$ cat src/sv/pitch_glide_ramp_unit_macros.svh
// Assertion helpers shared by the pitch glide ramp RTL.
// Both expect signals named clock and reset in the module that uses them.
`ifndef PITCH_GLIDE_RAMP_UNIT_MACROS_SVH
`define PITCH_GLIDE_RAMP_UNIT_MACROS_SVH

// Same-cycle implication.
`define PGR_ASSERT_NOW(label, ante, cons, msg) \
   label: assert property (@(posedge clock) disable iff (reset) (ante) |-> (cons)) \
      else $error(msg);

// Next-cycle implication.
`define PGR_ASSERT_NEXT(label, ante, cons, msg) \
   label: assert property (@(posedge clock) disable iff (reset) (ante) |=> (cons)) \
      else $error(msg);

`endif

$ cat src/sv/pgr_pkg.sv
`default_nettype none
package pgr_pkg;

   localparam logic [1:0] CMD_TICK  = 2'd0;
   localparam logic [1:0] CMD_GLIDE = 2'd1;
   localparam logic [1:0] CMD_SET   = 2'd2;

   localparam int PITCH_W  = 16;
   localparam int DUR_W    = 16;
   localparam int STEP_W   = PITCH_W + 1;
   localparam int DIV_CNT_W = 4;

   localparam logic [DUR_W-1:0] DUR_MAX = {DUR_W{1'b1}};

   // controller -> datapath
   typedef struct packed {
      logic latch;     // capture request fields
      logic decide;    // tick / set / glide pre-checks
      logic mul;       // distance * duration product
      logic sat;       // retime saturation check, may start divide
      logic ret_done;  // retime quotient into duration
      logic setup;     // pick slow/fast mode, start divide
      logic commit;    // ramp parameters from quotient
      logic load_rsp;  // capture result
   } pgr_cmd_type;

   // datapath -> controller
   typedef struct packed {
      logic need_mul;
      logic need_setup;
      logic sat;
      logic div_busy;
   } pgr_sts_type;

   typedef enum logic [7:0] {
      ST_IDLE   = 8'b0000_0001,
      ST_DECIDE = 8'b0000_0010,
      ST_MUL    = 8'b0000_0100,
      ST_SAT    = 8'b0000_1000,
      ST_RDIV   = 8'b0001_0000,
      ST_SETUP  = 8'b0010_0000,
      ST_DIV    = 8'b0100_0000,
      ST_RESULT = 8'b1000_0000
   } pgr_state_type;

endpackage
`default_nettype wire

$ cat src/sv/pgr_div.sv
`default_nettype none
// Restoring divider, one quotient bit per cycle.
// Quotient of {rem_init, dividend} / divisor; rem_init must be below divisor.
module pgr_div
   import pgr_pkg::*;
(
   input  wire logic               clock,
   input  wire logic               reset,
   input  wire logic               start,
   input  wire logic [DUR_W-1:0]   rem_init,
   input  wire logic [DUR_W-1:0]   dividend,
   input  wire logic [DUR_W-1:0]   divisor,
   output logic                    busy,
   output logic [DUR_W-1:0]        quotient
);

   logic [DUR_W-1:0]     rem_ff, rem_in;
   logic [DUR_W-1:0]     dq_ff, dq_in;
   logic [DUR_W-1:0]     dsr_ff, dsr_in;
   logic [DIV_CNT_W-1:0] cnt_ff, cnt_in;
   logic                 busy_ff, busy_in;
   logic [DUR_W:0]       rem_sh;
   logic [DUR_W:0]       rem_sub;
   logic                 ge;

   assign rem_sh  = {rem_ff, dq_ff[DUR_W-1]};
   assign ge      = rem_sh >= {1'b0, dsr_ff};
   assign rem_sub = rem_sh - {1'b0, dsr_ff};

   always_comb begin
      rem_in  = rem_ff;
      dq_in   = dq_ff;
      dsr_in  = dsr_ff;
      cnt_in  = cnt_ff;
      busy_in = busy_ff;
      if (start) begin
         rem_in  = rem_init;
         dq_in   = dividend;
         dsr_in  = divisor;
         cnt_in  = {DIV_CNT_W{1'b1}};
         busy_in = 1'b1;
      end else if (busy_ff) begin
         rem_in = ge ? rem_sub[DUR_W-1:0] : rem_sh[DUR_W-1:0];
         dq_in  = {dq_ff[DUR_W-2:0], ge};
         cnt_in = cnt_ff - 1'b1;
         if (cnt_ff == '0) begin
            busy_in = 1'b0;
         end
      end
   end

   always_ff @(posedge clock) begin
      if (reset) begin
         busy_ff <= 1'b0;
         cnt_ff  <= '0;
      end else begin
         busy_ff <= busy_in;
         cnt_ff  <= cnt_in;
      end
      rem_ff <= rem_in;
      dq_ff  <= dq_in;
      dsr_ff <= dsr_in;
   end

   assign busy     = busy_ff;
   assign quotient = dq_ff;

endmodule
`default_nettype wire

$ cat src/sv/pgr_dp.sv
`default_nettype none
module pgr_dp
   import pgr_pkg::*;
(
   input  wire logic                clock,
   input  wire logic                reset,
   input  wire pgr_cmd_type         cmd,
   output pgr_sts_type              sts,
   input  wire logic [1:0]          req_cmd,
   input  wire logic [PITCH_W-1:0]  req_target_pitch,
   input  wire logic [DUR_W-1:0]    req_tick_count,
   input  wire logic                req_retime,
   output logic [PITCH_W-1:0]       rsp_pitch,
   output logic                     rsp_ramp_active,
   output logic                     rsp_arrived
);

   // captured request
   logic [1:0]         op_ff;
   logic [PITCH_W-1:0] dest_ff;
   logic               retime_ff;
   logic [DUR_W-1:0]   dur_ff;

   // voice state
   logic [PITCH_W-1:0] cur_ff;
   logic [PITCH_W-1:0] tgt_ff;
   logic [STEP_W-1:0]  step_ff;
   logic [DUR_W-1:0]   intv_ff;
   logic [DUR_W-1:0]   cd_ff;
   logic               slow_ff;
   logic               act_ff;
   logic               arr_ff;

   // glide setup work
   logic [2*DUR_W-1:0] prod_ff;
   logic [DUR_W-1:0]   pmag_ff;

   // result register
   logic [PITCH_W-1:0] rsp_pitch_ff;
   logic               rsp_act_ff;
   logic               rsp_arr_ff;

   logic [STEP_W-1:0]  change, prev, change_neg, prev_neg;
   logic [DUR_W-1:0]   mag, pmag;
   logic               jump_now, cur_nz, is_glide, slow_sel;

   logic [DUR_W-1:0]   cd_dec;
   logic [STEP_W:0]    np_wide, tgt_wide;
   logic               step_pos, step_neg, clamp;
   logic [PITCH_W-1:0] np;

   logic               div_start, div_busy;
   logic [DUR_W-1:0]   div_rem, div_dvd, div_dsr, quot;

   assign change     = {dest_ff[PITCH_W-1], dest_ff} - {cur_ff[PITCH_W-1], cur_ff};
   assign prev       = {dest_ff[PITCH_W-1], dest_ff} - {tgt_ff[PITCH_W-1], tgt_ff};
   assign change_neg = -change;
   assign prev_neg   = -prev;
   assign mag  = change[STEP_W-1] ? change_neg[DUR_W-1:0] : change[DUR_W-1:0];
   assign pmag = prev[STEP_W-1] ? prev_neg[DUR_W-1:0] : prev[DUR_W-1:0];

   assign is_glide = op_ff == CMD_GLIDE;
   assign cur_nz   = cur_ff != '0;
   assign jump_now = (dur_ff == '0) || (change == '0) ||
                     (act_ff && retime_ff && prev == '0);
   assign slow_sel = mag < dur_ff;

   assign sts.need_mul   = is_glide && cur_nz && !jump_now && act_ff && retime_ff;
   assign sts.need_setup = is_glide && cur_nz && !jump_now && !(act_ff && retime_ff);
   assign sts.sat        = prod_ff[2*DUR_W-1:DUR_W] >= pmag_ff;
   assign sts.div_busy   = div_busy;

   // tick step with clamp at target
   assign cd_dec   = cd_ff - {{(DUR_W-1){1'b0}}, cd_ff != '0};
   assign np_wide  = {{2{cur_ff[PITCH_W-1]}}, cur_ff} + {step_ff[STEP_W-1], step_ff};
   assign tgt_wide = {{2{tgt_ff[PITCH_W-1]}}, tgt_ff};
   assign step_pos = !step_ff[STEP_W-1] && step_ff != '0;
   assign step_neg = step_ff[STEP_W-1];
   assign clamp    = (step_pos && $signed(np_wide) > $signed(tgt_wide)) ||
                     (step_neg && $signed(np_wide) < $signed(tgt_wide));
   assign np       = clamp ? tgt_ff : np_wide[PITCH_W-1:0];

   // one divider serves the retime rescale and the mode setup
   assign div_start = (cmd.sat && !sts.sat) || cmd.setup;
   always_comb begin
      if (cmd.setup) begin
         div_rem = '0;
         div_dvd = slow_sel ? dur_ff : mag;
         div_dsr = slow_sel ? mag : dur_ff;
      end else begin
         div_rem = prod_ff[2*DUR_W-1:DUR_W];
         div_dvd = prod_ff[DUR_W-1:0];
         div_dsr = pmag_ff;
      end
   end

   pgr_div u_div (
      .clock    (clock),
      .reset    (reset),
      .start    (div_start),
      .rem_init (div_rem),
      .dividend (div_dvd),
      .divisor  (div_dsr),
      .busy     (div_busy),
      .quotient (quot)
   );

   always_ff @(posedge clock) begin
      if (reset) begin
         cur_ff  <= '0;
         tgt_ff  <= '0;
         step_ff <= '0;
         intv_ff <= '0;
         cd_ff   <= '0;
         slow_ff <= 1'b0;
         act_ff  <= 1'b0;
         arr_ff  <= 1'b0;
      end else begin
         if (cmd.decide) begin
            arr_ff <= 1'b0;
            case (op_ff)
               CMD_TICK: begin
                  if (act_ff) begin
                     if (cd_dec != '0) begin
                        cd_ff <= cd_dec;
                     end else begin
                        cur_ff <= np;
                        if (np == tgt_ff) begin
                           act_ff <= 1'b0;
                           arr_ff <= 1'b1;
                           cd_ff  <= '0;
                        end else begin
                           cd_ff <= slow_ff ? intv_ff : '0;
                        end
                     end
                  end
               end
               CMD_GLIDE: begin
                  if (cur_nz && jump_now) begin
                     cur_ff <= dest_ff;
                     act_ff <= 1'b0;
                  end
               end
               CMD_SET: begin
                  cur_ff <= dest_ff;
                  act_ff <= 1'b0;
               end
               default: begin
               end
            endcase
         end
         if (cmd.setup) begin
            slow_ff <= slow_sel;
         end
         if (cmd.commit) begin
            if (slow_ff) begin
               intv_ff <= quot;
               cd_ff   <= quot;
               step_ff <= change[STEP_W-1] ? {STEP_W{1'b1}} : STEP_W'(1);
            end else begin
               cd_ff   <= '0;
               step_ff <= change[STEP_W-1] ? -{1'b0, quot} : {1'b0, quot};
            end
            tgt_ff <= dest_ff;
            act_ff <= 1'b1;
         end
      end
   end

   always_ff @(posedge clock) begin
      if (cmd.latch) begin
         op_ff     <= req_cmd;
         dest_ff   <= req_target_pitch;
         retime_ff <= req_retime;
         dur_ff    <= req_tick_count;
      end else if (cmd.sat && sts.sat) begin
         dur_ff <= DUR_MAX;
      end else if (cmd.ret_done) begin
         dur_ff <= (quot == '0) ? DUR_W'(1) : quot;
      end
      if (cmd.mul) begin
         prod_ff <= mag * dur_ff;
         pmag_ff <= pmag;
      end
      if (cmd.load_rsp) begin
         rsp_pitch_ff <= cur_ff;
         rsp_act_ff   <= act_ff;
         rsp_arr_ff   <= arr_ff;
      end
   end

   assign rsp_pitch       = rsp_pitch_ff;
   assign rsp_ramp_active = rsp_act_ff;
   assign rsp_arrived     = rsp_arr_ff;

`include "pitch_glide_ramp_unit_macros.svh"

   `PGR_ASSERT_NOW(a_div_no_restart, div_start, !div_busy, "divider started while busy")
   `PGR_ASSERT_NOW(a_arrived_idle, arr_ff, !act_ff, "arrived with ramp still active")
   `PGR_ASSERT_NEXT(a_commit_active, cmd.commit, act_ff && step_ff != '0, "commit left no ramp")

endmodule
`default_nettype wire

$ cat src/sv/pgr_ctrl.sv
`default_nettype none
module pgr_ctrl
   import pgr_pkg::*;
(
   input  wire logic        clock,
   input  wire logic        reset,
   input  wire logic        req_valid,
   output logic             req_ready,
   output logic             rsp_valid,
   input  wire logic        rsp_ready,
   output pgr_cmd_type      cmd,
   input  wire pgr_sts_type sts
);

   pgr_state_type state_ff, state_in;
   logic          rsp_valid_ff, rsp_valid_in;
   logic          slot_free;

   assign req_ready = state_ff == ST_IDLE;
   assign slot_free = !rsp_valid_ff || rsp_ready;

   always_comb begin
      state_in     = state_ff;
      cmd          = '0;
      rsp_valid_in = rsp_valid_ff && !rsp_ready;
      case (state_ff)
         ST_IDLE: begin
            if (req_valid) begin
               cmd.latch = 1'b1;
               state_in  = ST_DECIDE;
            end
         end
         ST_DECIDE: begin
            cmd.decide = 1'b1;
            if (sts.need_mul) begin
               state_in = ST_MUL;
            end else if (sts.need_setup) begin
               state_in = ST_SETUP;
            end else begin
               state_in = ST_RESULT;
            end
         end
         ST_MUL: begin
            cmd.mul  = 1'b1;
            state_in = ST_SAT;
         end
         ST_SAT: begin
            cmd.sat  = 1'b1;
            state_in = sts.sat ? ST_SETUP : ST_RDIV;
         end
         ST_RDIV: begin
            if (!sts.div_busy) begin
               cmd.ret_done = 1'b1;
               state_in     = ST_SETUP;
            end
         end
         ST_SETUP: begin
            cmd.setup = 1'b1;
            state_in  = ST_DIV;
         end
         ST_DIV: begin
            if (!sts.div_busy) begin
               cmd.commit = 1'b1;
               state_in   = ST_RESULT;
            end
         end
         ST_RESULT: begin
            if (slot_free) begin
               cmd.load_rsp = 1'b1;
               rsp_valid_in = 1'b1;
               state_in     = ST_IDLE;
            end
         end
         default: begin
            state_in = ST_IDLE;
         end
      endcase
   end

   always_ff @(posedge clock) begin
      if (reset) begin
         state_ff     <= ST_IDLE;
         rsp_valid_ff <= 1'b0;
      end else begin
         state_ff     <= state_in;
         rsp_valid_ff <= rsp_valid_in;
      end
   end

   assign rsp_valid = rsp_valid_ff;

`include "pitch_glide_ramp_unit_macros.svh"

   `PGR_ASSERT_NEXT(a_accept_decide, req_valid && req_ready, state_ff == ST_DECIDE, "accept did not enter decide")
   `PGR_ASSERT_NEXT(a_result_shown, cmd.load_rsp, rsp_valid_ff && state_ff == ST_IDLE, "result not presented")
   `PGR_ASSERT_NOW(a_wait_busy, state_ff == ST_DIV && $past(state_ff) == ST_SETUP, sts.div_busy, "divider idle after setup")

endmodule
`default_nettype wire

$ cat src/sv/pitch_glide_ramp_unit.sv
// Tick, set and unused commands pass from acceptance through the decide state to the result;
// a glide with an immediate jump or a silent voice likewise.
// A ramp glide adds the setup state and a serial divide; a retime of an active ramp first
// multiplies and checks saturation, then runs a second divide unless the duration saturates.
// One transaction at a time; the next is accepted the cycle after the result
// is registered. Reset (synchronous) clears pitch, target, step and ramp state to zero.
`default_nettype none
module pitch_glide_ramp_unit
   import pgr_pkg::*;
(
   input  wire logic                clock,
   input  wire logic                reset,
   input  wire logic                req_valid,
   output logic                     req_ready,
   input  wire logic [1:0]          req_cmd,
   input  wire logic [PITCH_W-1:0]  req_target_pitch,
   input  wire logic [DUR_W-1:0]    req_tick_count,
   input  wire logic                req_retime,
   output logic                     rsp_valid,
   input  wire logic                rsp_ready,
   output logic [PITCH_W-1:0]       rsp_pitch,
   output logic                     rsp_ramp_active,
   output logic                     rsp_arrived
);

   pgr_cmd_type cmd;
   pgr_sts_type sts;

   pgr_ctrl u_ctrl (
      .clock     (clock),
      .reset     (reset),
      .req_valid (req_valid),
      .req_ready (req_ready),
      .rsp_valid (rsp_valid),
      .rsp_ready (rsp_ready),
      .cmd       (cmd),
      .sts       (sts)
   );

   pgr_dp u_dp (
      .clock            (clock),
      .reset            (reset),
      .cmd              (cmd),
      .sts              (sts),
      .req_cmd          (req_cmd),
      .req_target_pitch (req_target_pitch),
      .req_tick_count   (req_tick_count),
      .req_retime       (req_retime),
      .rsp_pitch        (rsp_pitch),
      .rsp_ramp_active  (rsp_ramp_active),
      .rsp_arrived      (rsp_arrived)
   );

endmodule
`default_nettype wire

$ cat config.mk
export PLATFORM = sky130hd
export DESIGN_NAME = pitch_glide_ramp_unit
export DESIGN_NICKNAME = d
export VERILOG_FILES = /design/src/sv/pgr_pkg.sv /design/src/sv/pgr_div.sv /design/src/sv/pgr_dp.sv /design/src/sv/pgr_ctrl.sv /design/src/sv/pitch_glide_ramp_unit.sv
export VERILOG_INCLUDE_DIRS = /design/src /design/src/sv
export SDC_FILE = /design/constraint.sdc
export NUM_CORES = 1
export LEC_CHECK = 0
export ABC_AREA = 1
export BUFFER_PORTS_ARGS = -buffer_cell sky130_fd_sc_hd__buf_2
export CAP_MARGIN = 15
export CORE_MARGIN = 10
export CORE_UTILIZATION = 56
export DETAILED_ROUTE_END_ITERATION = 8
export GPL_TIMING_DRIVEN = 0
export PLACE_DENSITY = 0.75
export SYNTH_ARGS = -nofsm -noshare
export SYNTH_HDL_FRONTEND = slang
export SYNTH_SLANG_ARGS = --single-unit
export TNS_END_PERCENT = 10
$ cat constraint.sdc
create_clock -name clock -period 7.66 [get_ports clock]
set_input_delay 1.532 -clock clock [delete_from_list [all_inputs] [get_ports clock]]
set_output_delay 1.532 -clock clock [all_outputs]
set_load 0.02 [all_outputs]
==> results.py, run 1 <==
metrics = {
    "critical_path": {
        "startpoint_type": "flop",
        "r2r-end": "u_dp.prod_ff[30]",
        "reg2regPathDepth": 41,
        "critPathRequiredTime_ps": 7970,
        "crit_path_max_incr_delay_ps": 560,
        "crit_fanout": 6,
        "worst-setup-path-type": "flop to flop",
        "cpMostUsedCell": "fa_1",
        "startpoint": "u_dp.dest_ff[0]",
        "reg2reg_from": "u_dp.dest_ff[0]",
        "crit_end": "u_dp.prod_ff[30]",
        "cp_top_family": "adder cells",
        "crit_path_end_kind": "flop",
        "regToRegSetupSlack_ps": -400,
        "cp.depth": 41,
        "crit_buf_inv": 11,
        "arrival_ps": 8380,
        "cp_slowest_cell": "fa_1",
    },
    "yosys": {
        "yosys_warnings": 0,
        "dominantRegCellSynth": "edfxtp_1",
        "synth_top_cell_by_area": "edfxtp_1",
        "avgSynthCellArea_um2": 7.83,
        "ys_top_cells_by_count": "nand2_1, inv_1, nor2_1",
        "netlist_area_mm2": 0.0249,
        "ys_seq_area_frac": 0.259,
        "async_flop_share": 0,
        "syn-num-nets": 3658,
        "synth_top_area_frac": 0.180,
        "synth_edf_count": 149,
        "synth_cell_types": 61,
        "synth_area_leaders": "edfxtp_1, fa_1, ha_1",
        "syn_inst": 3179,
        "ys_ff_latch": 247,
        "synth.most_common_cell": "nand2_1",
    },
    "global_routing": {
        "grt_pass1_wl_mm": 126,
        "overflow": 0,
        "antenna_found_initial": 2,
        "grt_pass1_vias": 22100,
        "grt_max_degree": 23,
        "grt_use_total": 0.303,
    },
    "floorplan": {
        "initial_core_util": 0.565,
        "pin_count": 59,
        "dieArea_mm2": 0.0533,
        "rows": 77,
        "die_h_um": 231,
        "die_x_um": 231,
        "core-area_mm2": 0.0440,
    },
    "clock_tree": {
        "htree_levels": 1,
        "path_clk_slew_ps": 70,
        "cts_buffers": 27,
        "cts_tree": "done",
        "ctsRootBufferMaster": "clkbuf_16",
        "cts_buffer_depth": 3,
        "clock_latency_ps": 580,
        "clock_sinks": 247,
    },
    "placement": {
        "io_buffer_count": 58,
        "placed_cells": 3839,
        "post-dp-hpwl_mm": 65.6,
        "pre_cts_slack_ps": -1470,
        "gp_congestion": 1.00,
    },
    "drt": {
        "dr.pass1.iters": 7,
        "post_drt_wl_per_cell_um": 20.9,
        "ant_nets": 0,
        "route.detailed.drc": 0,
        "routed_via_density": 5.78,
        "vias": 23000,
        "drt_iter0_markers": 2272,
        "routed_wl_mm": 83.2,
    },
    "finish": {
        "drive_gt1_frac": 0.132,
        "instances_no_fill": 3974,
        "final_nets": 3839,
        "areaGrowthSynthToFinish_pct": 15.3,
    },
    "timing": {
        "whs_ps": 466,
        "max_slew_margin": 0.265,
        "fin_crit_sh": 1.05,
        "fin_worst_skew_ps": 19.9,
        "rsz0062_at_grt": "yes",
        "max_slew.worst_pin.slew_ps": 1090,
        "setup_ws_ps": -403,
        "clock.fmax_mhz": 124,
        "hold_viol_final": 0,
        "min_period_ps": 8060,
        "setup_viol": 13,
        "finalMaxSlewViolations": 0,
    },
    "status": {
        "violations": "setup timing",
        "status": "finished with violations",
    },
    "hold_path": {
        "hp-class": "flop to flop",
    },
    "run": {
        "drv_cap": 0,
    },
}
==> metrics by stage <==
stage / utilization / instance area [um2] / setup TNS [ps]
detailed placement: 0.591 / 26000 / -19520
CTS: 0.639 / 28100 / -1160
global placement: 0.588 / 25900 / -44320
floorplan: - / 24900 / 0
global route: 0.652 / 28700 / -6270
finish: 0.652 / 28700 / -3120
==> cell type report <==
class / instances / area, um2
well taps: 592 / 741
clock buffers: 39 / 826
plain buffers: 91 / 507
flip-flops and latches: 247 / 6450
repair buffers: 154 / 1160
clock inverters: 11 / 105
diodes: 1 / 2.50
repair inverters: 1 / 8.76
inverters: 544 / 2120
fillers: 3800 / 15300
multi-input cells: 2294 / 16800
==> cell usage in the layout, fill, tap and decap left out, types with 19 or more instances in the layout <==
cell type    n
clkbuf_16   29
xnor2_1     24
buf_2       62
nand2_2     21
o221ai_1    19
o21ai_1     21
nand3_1    147
nor3_1      24
o211ai_1    20
nand2_1    645
clkbuf_1    64
a21oi_1    182
nand4_1     24
inv_1      499
nor2_1     328
dfxtp_1     85
buf_4       86
edfxtp_1   149
fa_1       191
o21ai_0    125
inv_2       24
xor2_1      71
ha_1       222
==> cell families after synthesis <==
| family | share of synthesized area |
|---|---|
| buf+inv | 0.0990 |
| fa+ha+maj | 0.281 |
| flops | 0.259 |
| simple gates | 0.217 |
| xor+xnor | 0.0390 |
| compound gates | 0.105 |
==> routing by layer <==
| metal | global-route usage | part of all wire |
|---|---|---|
| met1 | 0.412 | 0.41 |
| met2 | 0.476 | 0.45 |
| met3 | 0.0605 | 0.10 |
| met4 | 0.102 | 0.037 |
| met5 | 0 | 0.00014 |
==> flip-flops by register name, summed over array words and instances, names as in the netlist, 8 cells and up <==
| signal | count |
|---|---|
| u_dp.tgt_ff | 16 |
| u_dp.prod_ff | 32 |
| u_dp.pmag_ff | 16 |
| u_dp.u_div.quotient | 16 |
| u_dp.intv_ff | 16 |
| u_dp.rsp_pitch | 16 |
| u_dp.dur_ff | 16 |
| u_dp.cur_ff | 16 |
| u_dp.u_div.dsr_ff | 16 |
| u_dp.cd_ff | 16 |
| u_dp.u_div.rem_ff | 16 |
| u_dp.dest_ff | 16 |
| u_ctrl.state_ff | 8 |
| u_dp.step_ff | 17 |
==> worst register-to-register path: cells and delay by family, from the launching register on <==
kind            cells  cell delay [ps]
fa+ha+maj           9             3810
simple gates       15             1590
buf+inv            11             1030
compound gates      4              720
flops               1              410
xor+xnor            2              240
==> worst min path at each step <==
stage,cells past startpoint,slack (ps),start,to
2_1_floorplan,0,410,u_dp.arr_ff,u_dp.rsp_arrived
5_1_grt,2,490,u_dp.intv_ff[0],u_dp.intv_ff[0]
3_5_place_dp,2,460,u_dp.intv_ff[4],u_dp.intv_ff[4]
4_1_cts,2,460,u_dp.intv_ff[4],u_dp.intv_ff[4]
3_3_place_gp,2,450,u_dp.intv_ff[13],u_dp.intv_ff[13]
6_report,2,470,u_dp.intv_ff[8],u_dp.intv_ff[8]
==> timing repair <==
action	4_1_cts	5_1_grt
hold buffers	0	0
pin swaps	56	71
buffers inserted	58	26
gates resized for setup	182	85
endpoints found under the setup margin	21	17
cloned	2	0
Power of run 1 is left out: the tool's default activity adds up to more than one toggle a clock period on the data nets, which glitch-free logic cannot reach.
==> inputs of run 2 (changes only) <==
- PLACE_DENSITY: 0.75 -> 0.81
==> run 2 against run 1 <==
  * The run still ends with setup timing left
  * Via count grew 4.4%
  * Maximum frequency shrank 2.9%
  * Routed wire length grew 2.1%
  * Core utilization grew 0.83 points
  * Setup slack lost 240 ps
  * Worst hold slack lost 31 ps
  * Die area is the same
  * Register-to-register slack lost 240 ps
  * Critical path type unchanged
  * Highest routed layer is now met4
==> results.py, run 2 (synthesized netlist as in run 1, its figures left out) <==
metrics = {
    "drt": {
        "vias": 24000,
        "post_drt_wl_per_cell_um": 21.2,
        "dr.pass1.iters": 8,
        "routed_wl_mm": 84.9,
        "route.detailed.drc": 0,
        "routed_via_density": 6.00,
        "drt_iter0_markers": 3427,
        "ant_nets": 0,
    },
    "finish": {
        "insertedDiodeCount": 0,
        "fillers": 3476,
        "drive_gt1_frac": 0.141,
        "multi_input_area_mm2": 0.0169,
        "largest_register_ffs": 32,
        "regMostFlops": "u_dp.prod_ff",
        "final_common_cell": "nand2_1",
        "postLayoutCoreUtil": 0.660,
        "regArea_mm2": 0.00647,
        "largest_registers": "u_dp.prod_ff x32, u_dp.step_ff x17",
        "mostFrequentLayoutCells": "nand2_1, inv_1, nor2_1",
        "areaGrowthSynthToFinish_pct": 16.8,
        "final_nets": 3864,
    },
    "global_routing": {
        "met1_usage": 0.377,
        "grt_pass1_wl_mm": 121,
        "grt_pass1_vias": 22400,
        "grt_max_degree": 23,
        "met2_usage": 0.439,
        "overflow": 0,
        "grt_use_total": 0.288,
        "antenna_found_initial": 0,
        "use_met3": 0.0568,
        "top_usage_layer": "met2",
    },
    "clock_tree": {
        "cts_buffers": 26,
        "htree_levels": 1,
        "clock_sinks": 247,
        "cts_buffer_depth": 3,
        "cts_tree": "done",
        "clock_latency_ps": 570,
        "ctsRootBufferMaster": "clkbuf_16",
        "postCtsHoldBufs": 0,
        "path_clk_slew_ps": 60,
    },
    "timing": {
        "max_slew.worst_pin.slew_ps": 1210,
        "rsz0062_at_grt": "yes",
        "finalMaxSlewViolations": 0,
        "max_slew_margin": 0.185,
        "fin_crit_sh": 1.08,
        "hold_viol_final": 0,
        "clock.fmax_mhz": 120,
        "setup_viol": 17,
        "setup_ws_ps": -647,
        "min_period_ps": 8310,
        "fin_worst_skew_ps": 29.2,
    },
    "status": {
        "violations": "setup timing",
        "status": "finished with violations",
    },
    "floorplan": {
        "die_h_um": 231,
        "dieArea_mm2": 0.0533,
        "pin_count": 59,
        "core-area_mm2": 0.0440,
        "die_x_um": 231,
        "initial_core_util": 0.565,
        "rows": 77,
    },
    "critical_path": {
        "worst-setup-path-type": "flop to flop",
        "critPathRequiredTime_ps": 8010,
        "crit_path_end_kind": "flop",
        "crit_path_max_incr_delay_ps": 550,
        "arrival_ps": 8660,
        "startpoint_type": "flop",
        "cpMostUsedCell": "fa_1",
        "cp_slowest_cell": "fa_1",
        "crit_fanout": 4,
    },
    "hold_path": {
        "hp-class": "flop to flop",
    },
    "placement": {
        "gp_congestion": 1.03,
        "io_buffer_count": 58,
        "post-dp-hpwl_mm": 59.7,
    },
    "run": {
        "drv_cap": 0,
    },
}
## run 2: what timing repair did
| item | CTS | global route |
|---|---|---|
| gates resized for setup | 191 | 102 |
| gates cloned | 1 | 0 |
| endpoints found under the setup margin | 21 | 17 |
| setup buffers | 73 | 40 |
| pin swaps | 64 | 85 |
## run 2: routing by layer
metal  wire, um  vias to the layer above
met4       6860                        0
met2      36600                     1790
met1      30500                    11000
met5          0                        -
met3      11000                      525
li1           -                    10700
## run 2: layout make-up
type | count | share of cell area
well taps | 592 | 0.0255
plain buffers | 92 | 0.0184
repair buffers | 180 | 0.0477
clock inverters | 10 | 0.00435
inverters | 544 | 0.0724
clock buffers | 38 | 0.0266
flip-flops and latches | 247 | 0.223
multi-input cells | 2294 | 0.582
## run 2: path summary, 6_finish.rpt
kind | depth (start not counted) | startpoint | slack (ps) | endpoint
min | 0 | u_dp.arr_ff | 430 | u_dp.rsp_arrived
max reg2reg | 34 | u_dp.dest_ff[1] | -650 | u_dp.prod_ff[28]
max | 34 | u_dp.dest_ff[1] | -650 | u_dp.prod_ff[28]
min reg2reg | 0 | u_dp.arr_ff | 430 | u_dp.rsp_arrived
## run 2: critical path: cells and delay by family (launching register included)
| family | cells | cell delay [ps] |
|---|---|---|
| AND/OR/NAND/NOR | 8 | 1090 |
| adder cells (fa/ha/maj) | 8 | 3630 |
| flip-flops | 1 | 510 |
| buffers and inverters | 10 | 1160 |
| AO/OA/AOI/OAI | 5 | 940 |
| XOR/XNOR | 3 | 770 |
## run 2: through the flow
step                      area, um2  cells  worst slack [ps]  hold slack, ps  setup TNS [ps]
final                         29100   3997              -647             435           -7040
after global placement        25900   3829             -1470             423          -44800
after global routing          29100   3997              -964             459          -11890
after floorplan               24900   3179              60.7             409               0
after detailed placement      26000   3839             -1580             423          -20090
after CTS                     28300   3959              -208             438           -1090
Power of run 2 is left out for the same reason.
